==> config.mk <==
export PLATFORM = sky130hd
export DESIGN_NAME = tbr_div
export DESIGN_NICKNAME = d
export VERILOG_FILES = /design/src/rtl/texture_box_resample_macros.svh /design/src/rtl/tbr_pkg.sv /design/src/rtl/tbr_div.sv
export SDC_FILE = /design/constraint.sdc
export NUM_CORES = 1
export LEC_CHECK = 0
export ABC_AREA = 1
export BUFFER_PORTS_ARGS = -buffer_cell sky130_fd_sc_hd__buf_4
export CORE_UTILIZATION = 55
export DETAILED_ROUTE_END_ITERATION = 6
export PLACE_DENSITY = 0.8
export SYNTH_ARGS = -nofsm -noshare
export SYNTH_HDL_FRONTEND = slang
export SYNTH_SLANG_ARGS = --single-unit
==> constraint.sdc <==
create_clock -name clk -period 3.2 [get_ports clk]
set_input_delay 0.48 -clock clk [delete_from_list [all_inputs] [get_ports clk]]
set_output_delay 0.48 -clock clk [all_outputs]
set_load 0.05 [all_outputs]
==> src/rtl/texture_box_resample_macros.svh <==
// Assertion macros for the resampler
`ifndef TEXTURE_BOX_RESAMPLE_MACROS_SVH
`define TEXTURE_BOX_RESAMPLE_MACROS_SVH

// Condition holds in the same cycle as the trigger.
`define TBR_ASSERT_NOW(lbl, trig, cond, msg) \
  lbl: assert property (@(posedge clk) disable iff (!rst_n) (trig) |-> (cond)) \
    else $error(msg);

// Condition holds in the cycle after the trigger.
`define TBR_ASSERT_NEXT(lbl, trig, cond, msg) \
  lbl: assert property (@(posedge clk) disable iff (!rst_n) (trig) |=> (cond)) \
    else $error(msg);

`endif

==> src/rtl/tbr_pkg.sv <==
// Shared constants, types and helpers of the box-filter resampler
package tbr_pkg;

  // Image store depth; a power of two so read addresses wrap by truncation.
  localparam int IMAGE_DEPTH    = 131072;
  localparam int ADDR_W         = $clog2(IMAGE_DEPTH);
  localparam int MAX_DST_WIDTH  = 1024;
  localparam int MAX_DST_HEIGHT = 1024;
  localparam int MAX_SRC_DIM    = 2047;

  localparam int DIM_W     = 11;
  localparam int COL_W     = $clog2(MAX_DST_WIDTH);
  localparam int ROW_W     = $clog2(MAX_DST_HEIGHT);
  localparam int INDEX_W   = 17;
  localparam int PIXEL_W   = 32;
  localparam int CFG_IDX_W = 8;

  localparam int LANES  = 4;
  localparam int LANE_W = 8;
  localparam int LSUM_W = LANE_W + 2;

  // 16 fraction bits in the column step
  localparam int FRAC_W  = 16;
  localparam int FSTEP_W = DIM_W + FRAC_W;
  localparam int BASE_W  = COL_W + FSTEP_W;
  localparam int SUM_W   = BASE_W + 1;
  localparam int C_W     = SUM_W - FRAC_W;
  localparam int RSW_W   = 2 * DIM_W;

  // Divider sizing: covers both the column step and the row quotients
  localparam int ROWNUM_W = ROW_W + 2 + DIM_W;
  localparam int DIVD_W   = (FSTEP_W > ROWNUM_W) ? FSTEP_W : ROWNUM_W;
  localparam int DIVS_MAX = (4 * MAX_DST_HEIGHT > MAX_DST_WIDTH) ?
                            4 * MAX_DST_HEIGHT : MAX_DST_WIDTH;
  localparam int DIVS_W   = $clog2(DIVS_MAX + 1);
  localparam int DIV_CNT_W = $clog2(DIVD_W + 1);

  localparam int QUEUE_DEPTH = 4;
  localparam int QPTR_W      = $clog2(QUEUE_DEPTH);
  localparam int QCNT_W      = $clog2(QUEUE_DEPTH + 1);

  localparam logic OP_LOAD = 1'b0;
  localparam logic OP_EMIT = 1'b1;

  localparam logic [CFG_IDX_W-1:0] REG_SRC_WIDTH  = CFG_IDX_W'(0);
  localparam logic [CFG_IDX_W-1:0] REG_SRC_HEIGHT = CFG_IDX_W'(1);
  localparam logic [CFG_IDX_W-1:0] REG_DST_WIDTH  = CFG_IDX_W'(2);
  localparam logic [CFG_IDX_W-1:0] REG_DST_HEIGHT = CFG_IDX_W'(3);

  typedef enum logic {
    KIND_LOAD,
    KIND_EMIT
  } kind_t;

  typedef struct packed {
    kind_t                kind;
    logic [INDEX_W-1:0]   index;
    logic [PIXEL_W-1:0]   pixel;
  } item_t;

  typedef struct packed {
    logic                  valid;
    logic [CFG_IDX_W-1:0]  index;
    logic [DIM_W-1:0]      data;
  } cfg_wr_t;

  typedef struct packed {
    logic                start;
    logic [DIVD_W-1:0]   dividend;
    logic [DIVS_W-1:0]   divisor;
  } div_req_t;

  typedef struct packed {
    logic                busy;
    logic                done;
    logic [DIVD_W-1:0]   quotient;
  } div_rsp_t;

  typedef struct packed {
    logic busy;
    logic at_origin;
  } bk_status_t;

  typedef enum logic [3:0] {
    BK_IDLE,
    BK_DIVF_GO,
    BK_DIVF_WAIT,
    BK_DIVR1_GO,
    BK_DIVR1_WAIT,
    BK_DIVR2_GO,
    BK_DIVR2_WAIT,
    BK_ROW_MUL,
    BK_COL_MUL,
    BK_COL_ADD,
    BK_RD0,
    BK_RD1,
    BK_RD2,
    BK_RD3,
    BK_FIN
  } back_state_t;

  // Zero reads as one, anything above the cap reads as the cap.
  function automatic logic [DIM_W-1:0] eff_dim(input logic [DIM_W-1:0] v,
                                               input logic [DIM_W-1:0] cap);
    logic [DIM_W-1:0] r;
    if (v == '0) r = DIM_W'(1);
    else if (v > cap) r = cap;
    else r = v;
    return r;
  endfunction

endpackage

==> src/rtl/tbr_div.sv <==
// Serial restoring divider, one quotient bit per cycle
module tbr_div (
  input  logic              clk,
  input  logic              rst_n,
  input  tbr_pkg::div_req_t req,
  output tbr_pkg::div_rsp_t rsp
);
  import tbr_pkg::*;

  logic [DIV_CNT_W-1:0] cnt_r;
  logic [DIVD_W-1:0]    quo_r;
  logic [DIVS_W-1:0]    rem_r;
  logic [DIVS_W-1:0]    divs_r;
  logic                 done_r;

  logic [DIVS_W:0]      shifted;
  logic [DIVS_W+1:0]    diff;
  logic                 ge;
  logic [DIVS_W-1:0]    rem_nxt;

  always_comb begin
    shifted = {rem_r, quo_r[DIVD_W-1]};
    diff    = {1'b0, shifted} - {2'b00, divs_r};
    ge      = !diff[DIVS_W+1];
    rem_nxt = ge ? diff[DIVS_W-1:0] : shifted[DIVS_W-1:0];
  end

  always_ff @(posedge clk) begin
    if (req.start) begin
      quo_r  <= req.dividend;
      rem_r  <= '0;
      divs_r <= req.divisor;
    end else if (cnt_r != '0) begin
      quo_r <= {quo_r[DIVD_W-2:0], ge};
      rem_r <= rem_nxt;
    end
  end

  always_ff @(posedge clk) begin
    if (!rst_n) begin
      cnt_r  <= '0;
      done_r <= 1'b0;
    end else if (req.start) begin
      cnt_r  <= DIV_CNT_W'(DIVD_W);
      done_r <= 1'b0;
    end else if (cnt_r != '0) begin
      cnt_r  <= cnt_r - 1'b1;
      done_r <= (cnt_r == DIV_CNT_W'(1));
    end else begin
      done_r <= 1'b0;
    end
  end

  always_comb begin
    rsp.busy     = (cnt_r != '0);
    rsp.done     = done_r;
    rsp.quotient = quo_r;
  end

endmodule

==> qor.csv <==
stage,metric,value,unit
run_status,status,completed,
die,die-height,80.8,um
setup_path,r2r_setup_slack,1030,ps
cells_and_area,diodes,0,
place,dp_cells,555,
place,numPortBuffers,71,
timing,slew_viol_final,0,
synth,syn-cell-area,0.00341,mm^2
cells_and_area,nNetsFinal,550,
flow_run,max_cap_violations,0,
global_routing,grt-ovfl-total,0,
setup_path,worst-endpoint-required,3400,ps
timing,max_freq,0.461,GHz
timing,setup_total_negative_slack,0,ps
die,area_inside_the_core_boundary,0.00596,mm^2
power_and_ir_drop,p_seq_share,36.9,%
timing,period_needed,2170,ps
power_and_ir_drop,max-vdd-ir-drop,0.405,mV
clock_network,clk_transition_reported_paths,70,ps
drt,wl_cell,13.1,um
die,design.portCount,72,
synth,ys_warn_count,0,
clock_network,tritoncts_clock_tree,done,
drt,first_pass_iters,5,
setup_path,cp_data_arrival_time,2370,ps
clock_network,clock_path_buffers,2,
clock_network,h-tree-depth,3,
timing,finalCritPeriodShare,67.7,%
hold_path,min-delay-path-class,primary input to register,
cells_and_area,layoutNonFillerInstCount,571,
synth,syn_area_per_cell,8.15,um^2
drt,drtAntennaViolNets,0,
die,floorplan.die.width,80.8,um
setup_path,timing.critical_path.to_type,register,
power_and_ir_drop,p_leak,2.16,nW
drt,detail_route.drc_violations,0,
setup_path,worst-path-max-fanout,15,
die,fp-row-count,28,
clock_network,insertion_delay,340,ps
global_routing,grt_pass1_vias,2788,
place,last_weighted_congestion_value_of_the_routability_driven_placer,0.851,
clock_network,post-cts-setup-buffer-count,0,
power_and_ir_drop,p_sw_share,40.7,%
drt,routed_wirelength,7490,um
drt,via_count_normalized_by_instance_count,5.12,
clock_network,cts-buffers-inserted,9,
timing,timing.final.setup_violations,0,
drt,drt_iter0_drc,139,
die,die_area,0.00652,mm^2
global_routing,largest_net_degree_at_the_start_of_global_routing,44,
timing,hold_violation_count_in_the_final_report,0,
clock_network,clock_sinks,59,
die,initial_utilization,57.3,%
synth,synth_sequential_area_ratio,46.3,%
place,dp_hpwl,5440,um
clock_network,cts_root_buffer,sky130_fd_sc_hd__clkbuf_8,
clock_network,hold_buffers,0,
timing,rsz0062_at_grt,no,
global_routing,initial_antenna_violation_count,0,
setup_path,worstSetupStartpointType,register,
timing,timing.clock.skew,8.56,ps
power_and_ir_drop,share_comb_of_total_power,42.0,%
global_routing,global_router_s_overall_resource_usage,25.0,%
drt,vias,2924,
synth,postSynthCellCount,419,
synth,number_of_unique_standard_cell_types_used_by_synthesis,33,
timing,measured_slew_at_the_worst_slew_check_pin,681,ps
synth,syn_nets,478,
power_and_ir_drop,pwr-share-clk,21.2,%
setup_path,worstSetupPathType,register to register,
cells_and_area,area_growth_syn_to_layout,20.8,%
timing,relSlewSlack,54.5,%
power_and_ir_drop,cellPowerDensity,676,mW/mm^2
global_routing,global_route_wire_length_before_repair,12300,um
clock_network,post_cts.resized_instances,0,
cells_and_area,fraction_of_layout_instances_using_a_drive_strength_above_1,24.0,%
power_and_ir_drop,power.net_switching,1.14,mW
power_and_ir_drop,internal_power,1.65,mW
synth,postSynthRegisterBits,59,
sequential cells by signal (all words and copies together) (netlist names):
| signal | cells |
|---|---|
| quo_r | 27 |
| cnt_r | 5 |
| done_r | 1 |
| rem_r | 13 |
| divs_r | 13 |
final cells by class:
class	instances	area, um^2
Clock buffer	13	149
Clock inverter	3	16.3
Fill cell	512	1830
Inverter	68	255
Multi-Input combinational cell	281	1490
Sequential cell	59	1580
Tap cell	75	93.8
Timing Repair Buffer	72	541
cell usage after synthesis:
master / instances / area, um^2
sky130_fd_sc_hd__a21oi_1: 9 / 45.0
sky130_fd_sc_hd__a21oi_4: 1 / 16.3
sky130_fd_sc_hd__a221oi_1: 1 / 8.76
sky130_fd_sc_hd__a31oi_1: 1 / 6.26
sky130_fd_sc_hd__buf_1: 2 / 7.51
sky130_fd_sc_hd__buf_12: 1 / 20.0
sky130_fd_sc_hd__buf_4: 1 / 7.51
sky130_fd_sc_hd__buf_6: 1 / 11.3
sky130_fd_sc_hd__clkbuf_1: 4 / 15.0
sky130_fd_sc_hd__clkbuf_8: 2 / 27.5
sky130_fd_sc_hd__dfxtp_1: 19 / 380
sky130_fd_sc_hd__edfxtp_1: 40 / 1200
sky130_fd_sc_hd__fa_1: 1 / 20.0
sky130_fd_sc_hd__ha_1: 15 / 188
sky130_fd_sc_hd__inv_1: 65 / 244
sky130_fd_sc_hd__inv_2: 3 / 11.3
sky130_fd_sc_hd__nand2_1: 162 / 608
sky130_fd_sc_hd__nand2_2: 8 / 50.1
sky130_fd_sc_hd__nand2_4: 2 / 22.5
sky130_fd_sc_hd__nand3_1: 30 / 150
sky130_fd_sc_hd__nand3_2: 13 / 130
sky130_fd_sc_hd__nand3b_1: 5 / 37.5
sky130_fd_sc_hd__nand4_1: 5 / 31.3
sky130_fd_sc_hd__nand4_2: 1 / 12.5
sky130_fd_sc_hd__nor2_1: 10 / 37.5
sky130_fd_sc_hd__nor2_2: 2 / 12.5
sky130_fd_sc_hd__nor2_4: 2 / 22.5
sky130_fd_sc_hd__nor3_1: 1 / 5.00
sky130_fd_sc_hd__o21ai_0: 5 / 25.0
sky130_fd_sc_hd__o21ai_2: 2 / 17.5
sky130_fd_sc_hd__or2_2: 1 / 6.26
sky130_fd_sc_hd__xnor2_1: 3 / 26.3
sky130_fd_sc_hd__xor2_1: 1 / 8.76
cell families after synthesis:
family | Yosys count | synth area share (%)
compound gates | 19 | 3.48
simple gates | 242 | 33.0
fa+ha+maj | 16 | 6.09
flops | 59 | 46.3
buf+inv | 79 | 10.1
xor+xnor | 4 | 1.03
worst max-delay path, stage by stage, from the launching register on:
cell                       delay (ps)
sky130_fd_sc_hd__edfxtp_1         350
sky130_fd_sc_hd__inv_1             60
sky130_fd_sc_hd__ha_1             230
sky130_fd_sc_hd__fa_1             420
sky130_fd_sc_hd__inv_1            130
sky130_fd_sc_hd__nand2_1           80
sky130_fd_sc_hd__nand3_2          100
sky130_fd_sc_hd__nand2_4          140
sky130_fd_sc_hd__nand2_4          230
sky130_fd_sc_hd__nand2_1          100
sky130_fd_sc_hd__nand3_1           90
sky130_fd_sc_hd__o21ai_0           90
routing by layer:
metal | vias to the layer above | share of wire (%) | global-route usage, %
met5 | - | 0 | 0
met4 | 0 | 1.1 | 8.57
met3 | 8 | 7.2 | 7.87
met2 | 111 | 48 | 41.4
met1 | 1334 | 43 | 30.9
li1 | 1471 | - | -
final timing paths:
| check | end | start | cells past startpoint |
|---|---|---|---|
| setup / recovery | rem_r[0] | quo_r[26] | 11 |
| hold / removal | divs_r[3] | req[3] | 1 |
| setup reg to reg | rem_r[0] | quo_r[26] | 11 |
| hold reg to reg | rem_r[5] | rem_r[5] | 2 |
power by group through the flow:
stage	clock, mW	sequential (mW)	combinational [mW]
global placement	0	1.04	1.14
floorplan	0	1.20	0.756
finish	0.589	1.03	1.17
detailed placement	0	1.04	1.17
global route	0.622	1.04	1.30
CTS	0.594	1.03	1.17
layout by cell type (no fill, tap or decap), types with 3 or more instances in the layout:
master,Yosys,layout
sky130_fd_sc_hd__nand2_1,162,162
sky130_fd_sc_hd__buf_4,1,72
sky130_fd_sc_hd__inv_1,65,65
sky130_fd_sc_hd__edfxtp_1,40,40
sky130_fd_sc_hd__nand3_1,30,30
sky130_fd_sc_hd__dfxtp_1,19,19
sky130_fd_sc_hd__ha_1,15,15
sky130_fd_sc_hd__nand3_2,13,13
sky130_fd_sc_hd__nor2_1,10,10
sky130_fd_sc_hd__clkbuf_8,2,10
sky130_fd_sc_hd__a21oi_1,9,9
sky130_fd_sc_hd__nand2_2,8,8
sky130_fd_sc_hd__nand3b_1,5,5
sky130_fd_sc_hd__o21ai_0,5,5
sky130_fd_sc_hd__nand4_1,5,5
sky130_fd_sc_hd__inv_2,3,3
sky130_fd_sc_hd__xnor2_1,3,3
sky130_fd_sc_hd__clkbuf_1,4,3
metrics by stage:
stage / util [%] / cell area (um^2) / power, mW / setup slack (ps) / hold slack, ps
5_1_grt: 69.2 / 4120 / 2.96 / 887 / 303
3_5_place_dp: 66.5 / 3960 / 2.20 / 1060 / 451
6_report: 69.2 / 4120 / 2.79 / 1030 / 319
4_1_cts: 69.2 / 4120 / 2.79 / 1040 / 305
2_1_floorplan: - / 3410 / 1.96 / 1030 / 414
3_3_place_gp: 66.5 / 3960 / 2.18 / 1140 / 440
No activity file was read; power rests on OpenSTA's default activity.
