<file path="src/rtl/texture_box_resample_macros.svh">
// Assertion macros for the resampler
`ifndef TEXTURE_BOX_RESAMPLE_MACROS_SVH
`define TEXTURE_BOX_RESAMPLE_MACROS_SVH

// Condition holds in the same cycle as the trigger.
`define TBR_ASSERT_NOW(lbl, trig, cond, msg) \
  lbl: assert property (@(posedge clk) disable iff (!rst_n) (trig) |-> (cond)) \
    else $error(msg);

// Condition holds in the cycle after the trigger.
`define TBR_ASSERT_NEXT(lbl, trig, cond, msg) \
  lbl: assert property (@(posedge clk) disable iff (!rst_n) (trig) |=> (cond)) \
    else $error(msg);

`endif

</file>
<file path="src/rtl/tbr_pkg.sv">
// Shared constants, types and helpers of the box-filter resampler
package tbr_pkg;

  // Image store depth; a power of two so read addresses wrap by truncation.
  localparam int IMAGE_DEPTH    = 131072;
  localparam int ADDR_W         = $clog2(IMAGE_DEPTH);
  localparam int MAX_DST_WIDTH  = 1024;
  localparam int MAX_DST_HEIGHT = 1024;
  localparam int MAX_SRC_DIM    = 2047;

  localparam int DIM_W     = 11;
  localparam int COL_W     = $clog2(MAX_DST_WIDTH);
  localparam int ROW_W     = $clog2(MAX_DST_HEIGHT);
  localparam int INDEX_W   = 17;
  localparam int PIXEL_W   = 32;
  localparam int CFG_IDX_W = 8;

  localparam int LANES  = 4;
  localparam int LANE_W = 8;
  localparam int LSUM_W = LANE_W + 2;

  // 16 fraction bits in the column step
  localparam int FRAC_W  = 16;
  localparam int FSTEP_W = DIM_W + FRAC_W;
  localparam int BASE_W  = COL_W + FSTEP_W;
  localparam int SUM_W   = BASE_W + 1;
  localparam int C_W     = SUM_W - FRAC_W;
  localparam int RSW_W   = 2 * DIM_W;

  // Divider sizing: covers both the column step and the row quotients
  localparam int ROWNUM_W = ROW_W + 2 + DIM_W;
  localparam int DIVD_W   = (FSTEP_W > ROWNUM_W) ? FSTEP_W : ROWNUM_W;
  localparam int DIVS_MAX = (4 * MAX_DST_HEIGHT > MAX_DST_WIDTH) ?
                            4 * MAX_DST_HEIGHT : MAX_DST_WIDTH;
  localparam int DIVS_W   = $clog2(DIVS_MAX + 1);
  localparam int DIV_CNT_W = $clog2(DIVD_W + 1);

  localparam int QUEUE_DEPTH = 4;
  localparam int QPTR_W      = $clog2(QUEUE_DEPTH);
  localparam int QCNT_W      = $clog2(QUEUE_DEPTH + 1);

  localparam logic OP_LOAD = 1'b0;
  localparam logic OP_EMIT = 1'b1;

  localparam logic [CFG_IDX_W-1:0] REG_SRC_WIDTH  = CFG_IDX_W'(0);
  localparam logic [CFG_IDX_W-1:0] REG_SRC_HEIGHT = CFG_IDX_W'(1);
  localparam logic [CFG_IDX_W-1:0] REG_DST_WIDTH  = CFG_IDX_W'(2);
  localparam logic [CFG_IDX_W-1:0] REG_DST_HEIGHT = CFG_IDX_W'(3);

  typedef enum logic {
    KIND_LOAD,
    KIND_EMIT
  } kind_t;

  typedef struct packed {
    kind_t                kind;
    logic [INDEX_W-1:0]   index;
    logic [PIXEL_W-1:0]   pixel;
  } item_t;

  typedef struct packed {
    logic                  valid;
    logic [CFG_IDX_W-1:0]  index;
    logic [DIM_W-1:0]      data;
  } cfg_wr_t;

  typedef struct packed {
    logic                start;
    logic [DIVD_W-1:0]   dividend;
    logic [DIVS_W-1:0]   divisor;
  } div_req_t;

  typedef struct packed {
    logic                busy;
    logic                done;
    logic [DIVD_W-1:0]   quotient;
  } div_rsp_t;

  typedef struct packed {
    logic busy;
    logic at_origin;
  } bk_status_t;

  typedef enum logic [3:0] {
    BK_IDLE,
    BK_DIVF_GO,
    BK_DIVF_WAIT,
    BK_DIVR1_GO,
    BK_DIVR1_WAIT,
    BK_DIVR2_GO,
    BK_DIVR2_WAIT,
    BK_ROW_MUL,
    BK_COL_MUL,
    BK_COL_ADD,
    BK_RD0,
    BK_RD1,
    BK_RD2,
    BK_RD3,
    BK_FIN
  } back_state_t;

  // Zero reads as one, anything above the cap reads as the cap.
  function automatic logic [DIM_W-1:0] eff_dim(input logic [DIM_W-1:0] v,
                                               input logic [DIM_W-1:0] cap);
    logic [DIM_W-1:0] r;
    if (v == '0) r = DIM_W'(1);
    else if (v > cap) r = cap;
    else r = v;
    return r;
  endfunction

endpackage

</file>
<file path="src/rtl/tbr_fifo.sv">
// Short queue between front and back end
module tbr_fifo (
  input  logic            clk,
  input  logic            rst_n,
  input  logic            push,
  input  tbr_pkg::item_t  push_item,
  output logic            full,
  input  logic            pop,
  output tbr_pkg::item_t  head,
  output logic            empty
);
  import tbr_pkg::*;

  item_t               slot_r [QUEUE_DEPTH];
  logic [QPTR_W-1:0]   wr_ptr_r;
  logic [QPTR_W-1:0]   rd_ptr_r;
  logic [QCNT_W-1:0]   count_r;

  assign full  = (count_r == QCNT_W'(QUEUE_DEPTH));
  assign empty = (count_r == '0);
  assign head  = slot_r[rd_ptr_r];

  always_ff @(posedge clk) begin
    if (push) slot_r[wr_ptr_r] <= push_item;
  end

  always_ff @(posedge clk) begin
    if (!rst_n) begin
      wr_ptr_r <= '0;
      rd_ptr_r <= '0;
      count_r  <= '0;
    end else begin
      if (push) wr_ptr_r <= wr_ptr_r + 1'b1;
      if (pop)  rd_ptr_r <= rd_ptr_r + 1'b1;
      case ({push, pop})
        2'b10:   count_r <= count_r + 1'b1;
        2'b01:   count_r <= count_r - 1'b1;
        default: count_r <= count_r;
      endcase
    end
  end

endmodule

</file>
<file path="config.mk">
export PLATFORM = sky130hd
export DESIGN_NAME = tbr_fifo
export DESIGN_NICKNAME = d
export VERILOG_FILES = /design/src/rtl/texture_box_resample_macros.svh /design/src/rtl/tbr_pkg.sv /design/src/rtl/tbr_fifo.sv
export SDC_FILE = /design/constraint.sdc
export NUM_CORES = 1
export LEC_CHECK = 0
export ABC_CLOCK_PERIOD_IN_PS = 5000
export BUFFER_PORTS_ARGS = -buffer_cell sky130_fd_sc_hd__buf_4
export CAP_MARGIN = 10
export CORE_ASPECT_RATIO = 0.8
export CORE_MARGIN = 2
export CORE_UTILIZATION = 40
export CTS_CLUSTER_DIAMETER = 50
export DETAILED_ROUTE_END_ITERATION = 6
export SYNTH_ARGS = -nofsm -noshare
export SYNTH_HDL_FRONTEND = slang
export SYNTH_SLANG_ARGS = --single-unit
export TNS_END_PERCENT = 50
</file>
<file path="constraint.sdc">
create_clock -name clk -period 5 [get_ports clk]
set_input_delay 0 -clock clk [delete_from_list [all_inputs] [get_ports clk]]
set_output_delay 0 -clock clk [all_outputs]
set_load 0.005 [all_outputs]
</file>
==> metrics.cfg, run 1 <==
[synth]
synth_top_family_by_area = multiplexers
synth_top_cell_area_share_pct = 77.77
synth-compound-area-share_pct = 0.2268
synthArstFlopShare_pct = 0
syn_nets = 368
yosys-top-cells-count = edfxtp_1 (200), mux4_2 (50), and2_1 (10)
synth_simple_gate_area_share_pct = 1.215
synth_cells = 308
synth_flop_cell = edfxtp_1
synth_xor_area_share_pct = 0.5671
yosys.cell_count.top_type = edfxtp_1
synth_edf_count = 200
yosysSeqAreaShare_pct = 80.10
ys_types = 21
postSynthAreaPerCell_um2 = 25.07
yosys_warnings = 0
synth_fa_ha_area_share_pct = 1.069
synthTopCellsByArea = edfxtp_1 (78%), mux4_2 (15%), dfxtp_1 (2.3%)
synthMuxAreaShare_pct = 14.71
ys_seq_elements = 209
synth_top_cell_by_area = edfxtp_1
syn-cell-area_um2 = 7722

[floorplan]
design.die.area_um2 = 20440
boundaryPins = 106
chipHeight_um = 128.3
start_util_pct = 40.70
num_rows = 45
core_um2 = 18970
die_x_um = 159.3

[timing]
min_period_ns = 2.382
relSlewSlack_pct = 29.19
fmax_mhz = 419.8
tightest_slew_ns = 1.062
tns_ns = 0
hold_viol_final = 0
timing.hold.ws_ns = 0.2578
slew_violations = 0
rsz0062_at_grt = no
setup_violations = 0
period_share_pct = 47.64
finClkSkew_ns = 0.004478

[clocking]
path_clk_slew_ns = 0.06
cts_root_buffer = clkbuf_16
ctsResizeCount = 0
cts_tree = yes
cts_made_buffers = 21
htreeDepth = 1
cts_setup_buffers = 0
clock_latency_ns = 0.48
cts_sinks = 209
clockBufferDepth = 3

[layout]
multi_input_area_um2 = 1379
area_growth_pct = 27.92
antenna_cells = 0
seqCellArea_um2 = 6191
final_cell_area_um2 = 9878
fin_nets = 543
fill_cells = 1502
drive_above_1_share_pct = 38.43
postLayoutCoreUtil_pct = 52.06

[routing]
antenna_left = 0
drc = 0
dr.pass1.iters = 4
vias_per_cell = 4.856
routed-via-count = 3666
wl_per_cell_um = 19.26
drt_iter0_drc = 346
drt_wl_total_mm = 14.54

[global_route]
grt_max_degree = 51
grt_pass1_vias = 3934
grt_first_pass_wirelength_mm = 22.56
grt_overflow = 0
grt_use_total_pct = 14.61
antenna_found_initial = 0

[worst_setup_path]
worstSetupStartpointType = register
crit_arrival_ns = 2.38
max_stage_delay_ns = 1.02
path_max_fanout = 50
crit_required_ns = 5.00
end_kind = output port
worst_path_max_delay_cell = dfxtp_4
path_class = register to output port
path_cells = mux4_2 > buf_4

[flow_run]
maxCapViolCount = 0

[placed_design]
place.gp.congestion = 0.7310
hpwl_mm = 8.564
place.port_buffers = 105
placed_area_um2 = 8741

[power]
leakagePower_nw = 3.362
power-per-cell-area_nw_per_um2 = 388.1
ir_drop_v = 0.0002082

[run_status]
status = completed

[min_path]
worstHoldPathType = input pin to register

-- what timing repair did --
item / 4_1_cts / 5_1_grt
endpoints found under the setup margin: 0 / 0
hold buffers: 54 / 0
hold endpoints to repair: 209 / 0
-- stage by stage --
step | power, mW | std cells | worst slack, ns
after floorplan | 2.276 | 308 | 2.855
after global placement | 2.459 | 664 | 2.981
after detailed placement | 2.473 | 664 | 2.872
after CTS | 3.885 | 755 | 2.497
after global routing | 3.986 | 755 | 2.420
final | 3.833 | 755 | 2.618
-- cells in the final DEF (no fill, tap or decap), drive strengths merged, types with 3 or more instances in the layout --
master / instances
clkinv: 8
dlygate4sd3: 54
ha: 5
clkbuf: 28
mux4: 50
dfxtp: 9
edfxtp: 200
and2: 10
buf: 110
xor2: 3
inv: 6
-- area by class of cell --
class	count	share of cell area [%]
clock inverter	9	0.4560
timing repair buffer	164	13.83
sequential	209	62.67
multi-input combinational	81	13.96
clock buffer	28	5.586
inverter	6	0.2280
tap	258	3.268
-- registers in the layout, summed over array words and instances (netlist names), named ones only --
| register | flops |
|---|---|
| slot_r | 200 |
| count_r | 3 |
| rd_ptr_r | 2 |
| wr_ptr_r | 2 |
-- layer usage --
| metal | GRT usage [%] | vias up | share of wire [%] | wire [um] |
|---|---|---|---|---|
| met4 | 3.422 | 0 | 1.4 | 204 |
| met5 | 0 | - | 0 | 0 |
| met1 | 19.90 | 1911 | 45 | 6507 |
| li1 | - | 1635 | - | - |
| met3 | 3.138 | 15 | 4.7 | 687 |
| met2 | 24.48 | 105 | 49 | 7143 |
-- logic make-up after synthesis --
family	after synthesis
xor gates and xnor gates	5
AOI/OAI and AO/OA	3
muxes	51
and+or+nand+nor	16
DFF	209
buffers and inverters	18
adders and majority gates	6
-- final timing paths --
| kind | start | end | slack, ns | cells past startpoint |
|---|---|---|---|---|
| worst max-delay path | register | head[25] | 2.62 | 2 |
| worst min-delay path | push_item[2] | slot_r[2][2]$_DFFE_PP_ | 0.26 | 2 |
| worst max register to register | wr_ptr_r[1]$_SDFFE_PN0P_ | slot_r[1][41]$_DFFE_PP_ | 2.96 | 4 |
| worst min register to register | count_r[2]$_SDFFE_PN0P_ | count_r[2]$_SDFFE_PN0P_ | 0.57 | 2 |
-- worst max-delay path: cells and delay by family (launching register included) --
family / cells / cell delay (ns)
flops: 1 / 1.02
buf+inv: 1 / 0.16
mux: 1 / 0.65
-- report_power, final --
group	internal [mW]	total, mW	switching (mW)
registers	2.01	2.05	0.0441
clock network	0.775	1.37	0.600
logic	0.238	0.406	0.168
total	3.02	3.83	0.811
Power figures use the tool's default switching activity.
==> run 2, diff against run 1 <==
Settings changed: ABC_CLOCK_PERIOD_IN_PS 5000 to 2000.
Clock period 5 ns to 2 ns, I/O delays scaled along.
==> run 2 against run 1 <==
  * Critical path depth up 1
  * Die area stayed put
  * Count of clock-buffer cells in the layout down 5
  * Critical path type unchanged
  * Largest cell class unchanged
==> metrics.cfg, run 2 (same netlist as run 1, synthesis figures left out) <==
[layout]
drive_above_1_share_pct = 41.99  ; +3.6 points
final_cell_mix = edfxtp_1 (200), buf_4 (114), dlygate4sd3_1 (53)
fin_nets = 555  ; +2.2%
largest_reg_flops = 200  ; unchanged
area_growth_pct = 33.10
reg.largest.list = slot_r x200, count_r x3
fill_cells = 1490  ; -0.80%
regMostFlops = slot_r
finalNonFillerCells = 771  ; +2.1%
layout.cells.most_common = edfxtp_1
postLayoutCoreUtil_pct = 54.17  ; +2.1 points

[placed_design]
dp_cells = 672  ; +1.2%
place.port_buffers = 105  ; unchanged
hpwl_mm = 8.395  ; -2.0%
place.gp.congestion = 0.7076  ; -3.2%

[min_path]
worstHoldPathType = input pin to register

[power]
power_frac_seq_pct = 47.5  ; -6.1 points
intPower_mw = 8.553  ; +180%
ir_drop_v = 0.0005448  ; +160%
swShare_pct = 20.22  ; -0.94 points
power-per-cell-area_nw_per_um2 = 1043  ; +170%
p_switching_mw = 2.168  ; +170%
leakagePower_nw = 3.550  ; +5.6%
clkPwrFrac_pct = 42.3  ; +6.4 points
power_mw = 10.72  ; +180%
power_frac_comb_pct = 10.2  ; -0.4 points

[global_route]
antenna_found_initial = 1  ; +1
grt_first_pass_wirelength_mm = 22.38  ; -0.80%
grt_pass1_vias = 4032  ; +2.5%
grt_max_degree = 37  ; -27%
grt_use_total_pct = 14.10  ; -0.51 points
grt_overflow = 0  ; unchanged

[flow_run]
maxCapViolCount = 0  ; unchanged

[worst_setup_path]
path_cells = buf_12 > mux4_2 > buf_4
end_kind = output port
worst_path_max_delay_cell = dfxtp_2
crit_required_ns = 2.00  ; -3.00 ns
max_stage_delay_ns = 0.62  ; -0.40 ns
path_class = register to output port
crit_arrival_ns = 1.91  ; -0.47 ns
crit_buf_inv = 2  ; +1
path_max_fanout = 21  ; -58%
worstSetupStartpointType = register
path_delay_family = flip-flops

[clocking]
clockBufferDepth = 3  ; unchanged
htreeDepth = 1  ; unchanged
cts_root_buffer = clkbuf_16
path_clk_slew_ns = 0.06  ; about the same
clock_latency_ns = 0.50  ; +0.02 ns
ctsResizeCount = 0  ; unchanged
cts_made_buffers = 23  ; +9.5%
cts_tree = yes
cts_sinks = 209  ; unchanged

[routing]
drc = 0  ; unchanged
routed-via-count = 3692  ; +0.71%
dr.pass1.iters = 4  ; unchanged
drt_wl_total_mm = 14.02  ; -3.6%
antenna_left = 0  ; unchanged
drt_iter0_drc = 199  ; -42%
wl_per_cell_um = 18.18  ; -5.6%
vias_per_cell = 4.789  ; -1.4%

[floorplan]
die_x_um = 159.3  ; unchanged
boundaryPins = 106  ; unchanged
core_um2 = 18970  ; unchanged
chipHeight_um = 128.3  ; unchanged
start_util_pct = 40.70  ; unchanged
design.die.area_um2 = 20440  ; unchanged
num_rows = 45  ; unchanged

[timing]
timing.hold.ws_ns = 0.2471  ; -0.01069 ns
period_share_pct = 95.37
rsz0062_at_grt = no
tns_ns = 0  ; unchanged
setup_violations = 0  ; unchanged
fmax_mhz = 524.3
relSlewSlack_pct = 68.25  ; +39 points
min_period_ns = 1.907
finClkSkew_ns = 0.008353  ; +0.003876 ns
hold_viol_final = 0  ; unchanged
slew_violations = 0  ; unchanged
tightest_slew_ns = 0.4763  ; -0.5858 ns

[run_status]
status = completed

run 2: metrics by stage:
step                setup WS [ns]  instance area (um^2)
global placement           0.4829                  8889
floorplan                 -0.1270                  7725
global route              0.01857                 10280
finish                    0.09264                 10280
CTS                       0.05990                 10280
detailed placement         0.3396                  8889
run 2: area by class of cell:
class                      instances  area [um^2]  area share [%]
timing repair buffer             174         1526           14.85
clock inverter                    19        259.0           2.520
sequential                       209         6191           60.23
tap                              258        322.8           3.141
multi-input combinational         81         1379           13.41
clock buffer                      23        575.6           5.600
inverter                           6        22.52          0.2191
antenna                            1        2.502         0.02435
run 2: final timing paths:
kind / startpoint / endpoint / slack, ns / cells after the start
min: push_item[23] / slot_r[2][23]$_DFFE_PP_ / 0.25 / 2
max: register / head[8] / 0.09 / 3
min reg2reg: count_r[2]$_SDFFE_PN0P_ / count_r[2]$_SDFFE_PN0P_ / 0.54 / 2
max reg2reg: count_r[0]$_SDFFE_PN0P_ / count_r[2]$_SDFFE_PN0P_ / 0.33 / 5
run 2: what timing repair did:
action | 4_1_cts | 5_1_grt
endpoints found under the setup margin | 34 | 0
hold buffers | 53 | 0
hold endpoints to repair | 209 | 0
setup buffers | 3 | 0
run 2: routing by layer:
layer	up-vias	part of all wire, %	track usage, %
met5	-	0	0
met4	0	1.7	3.316
met3	22	5.4	3.365
met2	105	49	23.61
met1	1894	44	18.97
li1	1671	-	-
run 2: power by group through the flow:
stage          registers (mW)  clock network [mW]  logic [mW]
2_1_floorplan            5.15                   0       0.534
3_3_place_gp             5.18                   0        1.00
3_5_place_dp             5.20                   0        1.02
4_1_cts                  5.09                4.66        1.13
5_1_grt                  5.11                4.84        1.19
6_report                 5.09                4.53        1.10
==> run 3, diff against run 2 <==
Settings changed: CELL_PAD_IN_SITES_DETAIL_PLACEMENT set to 1, CELL_PAD_IN_SITES_GLOBAL_PLACEMENT set to 2, PLACE_DENSITY_LB_ADDON set to 0.1.
==> run 3 against run 2 <==
  * Die area unchanged
  * Register-to-register slack better by 0.09 ns
  * First-iteration DRC count grew 13%
  * Largest power group unchanged
  * Sequential power about the same
  * Worst setup slack improved by 0.038 ns
  * Hold slack improved by 0.0023 ns
  * Sequential share of layout area is 0.92 points higher
  * Via count decreased by 0.60%
  * Highest routed layer unchanged
  * Clock skew grew 0.0069 ns
  * Critical path type unchanged
==> metrics.cfg, run 3 (same netlist as run 1, synthesis figures left out) <==
[run_status]
status = completed

[routing]
dr.pass1.iters = 4  ; unchanged
drt_iter0_drc = 225  ; +13%
wl_per_cell_um = 19.48  ; +7.1%
drc = 0  ; unchanged
vias_per_cell = 4.804  ; +0.31%
routed-via-count = 3670  ; -0.60%
drt_wl_total_mm = 14.88  ; +6.2%
antenna_left = 0  ; unchanged

[min_path]
hold_start = push_item[44]
worstHoldPathType = input pin to register
hold_depth = 2  ; unchanged

[clocking]
cts_made_buffers = 23  ; unchanged
clock_latency_ns = 0.49  ; about the same
cts_tree = yes
path_clk_slew_ns = 0.06  ; about the same
ctsResizeCount = 0  ; unchanged
cts_root_buffer = clkbuf_16
cts_setup_buffers = 0  ; -3
cts_sinks = 209  ; unchanged
clockBufferDepth = 3  ; unchanged
htreeDepth = 1  ; unchanged

[placed_design]
place.gp.congestion = 0.6619  ; -6.5%
hpwl_mm = 8.607  ; +2.5%
dp_cells = 670  ; -0.30%
place.port_buffers = 105  ; unchanged

[flow_run]
maxCapViolCount = 0  ; unchanged

[floorplan]
design.die.area_um2 = 20440  ; unchanged
core_um2 = 18970  ; unchanged
boundaryPins = 106  ; unchanged
die_x_um = 159.3  ; unchanged
start_util_pct = 40.70  ; unchanged
chipHeight_um = 128.3  ; unchanged
num_rows = 45  ; unchanged

[layout]
drive_above_1_share_pct = 40.32  ; -1.7 points
layout.cells.most_common = edfxtp_1
reg.largest.list = slot_r x200, count_r x3
postLayoutCoreUtil_pct = 53.35  ; -0.82 points
area_growth_pct = 31.09
fin_nets = 550  ; -0.90%
finalNonFillerCells = 764  ; -0.91%
antenna_cells = 0  ; -1
seqCellArea_um2 = 6191  ; unchanged
final_cell_mix = edfxtp_1 (200), buf_4 (109), dlygate4sd3_1 (53)
multi_input_area_um2 = 1379  ; unchanged
fill_cells = 1689  ; +13%
largest_reg_flops = 200  ; unchanged
regMostFlops = slot_r

[timing]
fmax_mhz = 535.0  ; +2.1%
hold_viol_final = 0  ; unchanged
min_period_ns = 1.869  ; -0.03836 ns
rsz0062_at_grt = no
slew_violations = 0  ; unchanged
setup_violations = 0  ; unchanged
relSlewSlack_pct = 71.51  ; +3.3 points
finClkSkew_ns = 0.01529  ; +0.006935 ns
tightest_slew_ns = 0.4274  ; -0.04890 ns
period_share_pct = 93.45  ; -1.9 points

[power]
power_mw = 10.16  ; -5.2%
swShare_pct = 20.60  ; +0.38 points
power-per-cell-area_nw_per_um2 = 1004  ; -3.8%
power_frac_seq_pct = 50.0  ; +2.5 points
clkPwrFrac_pct = 39.1  ; -3.2 points
p_switching_mw = 2.093  ; -3.4%
ir_drop_v = 0.0007180  ; +32%
intPower_mw = 8.067  ; -5.7%
leakagePower_nw = 3.474  ; -2.1%
power_frac_comb_pct = 10.9  ; +0.7 points

[global_route]
antenna_found_initial = 0  ; -1
grt_use_total_pct = 15.03  ; +0.93 points
grt_first_pass_wirelength_mm = 23.27  ; +4.0%
grt_pass1_vias = 4057  ; +0.62%
grt_max_degree = 51  ; +38%
grt_overflow = 0  ; unchanged

[worst_setup_path]
path_class = register to output port
end_kind = output port
rr_worst_depth = 5  ; unchanged
crit_arrival_ns = 1.87  ; -0.04 ns
crit_required_ns = 2.00  ; about the same
r2r_start = count_r[0]$_SDFFE_PN0P_
path_max_fanout = 14  ; -33%
worstSetupStartpointType = register

## run 3: worst paths after layout
path	to	slack, ns
max reg2reg	count_r[2]$_SDFFE_PN0P_	0.42
min	slot_r[1][44]$_DFFE_PP_	0.25
min reg2reg	count_r[2]$_SDFFE_PN0P_	0.52
max	head[15]	0.13
## run 3: metal layers
layer  global-route usage (%)  vias to the layer above  share of wire, %
met1                    20.08                     1897                44
met5                        0                        -                 0
li1                         -                     1662                 -
met2                    24.94                       91                48
met4                    3.422                        0               1.6
met3                    4.173                       20               5.8
## run 3: through the flow
stage | setup TNS [ns] | worst slack [ns] | cell area [um^2] | hold WS (ns)
final | 0 | 0.1310 | 10120 | 0.2494
after global routing | 0 | 0.02521 | 10120 | 0.2333
after CTS | 0 | 0.06642 | 10120 | 0.2233
after detailed placement | 0 | 0.4173 | 8874 | 0.2053
after global placement | 0 | 0.4521 | 8874 | 0.1993
after floorplan | -12.70 | -0.1270 | 7725 | 0.09887
## run 3: power groups by stage
stage / Clock, mW / Sequential [mW] / Combinational [mW]
4_1_cts: 4.11 / 5.08 / 1.14
6_report: 3.97 / 5.08 / 1.11
3_5_place_dp: 0 / 5.17 / 1.05
2_1_floorplan: 0 / 5.15 / 0.534
3_3_place_gp: 0 / 5.16 / 1.04
5_1_grt: 4.27 / 5.09 / 1.21
## run 3: final cells by class
type,count,area share [%]
Sequential cell,209,61.15
Timing Repair Buffer,169,14.71
Multi-Input combinational cell,81,13.62
Clock buffer,31,6.081
Tap cell,258,3.189
Clock inverter,10,1.026
Inverter,6,0.2225
## run 3: worst max-delay path, stage by stage, from the launching register on
cell	delay (ns)
dfxtp_4	0.36
buf_4	0.31
mux4_2	0.56
buf_4	0.15
## run 3: repair_timing
action | in CTS | in global routing
endpoints found under the hold margin | 209 | 0
hold buffers | 53 | 0
setup endpoints to repair | 0 | 0
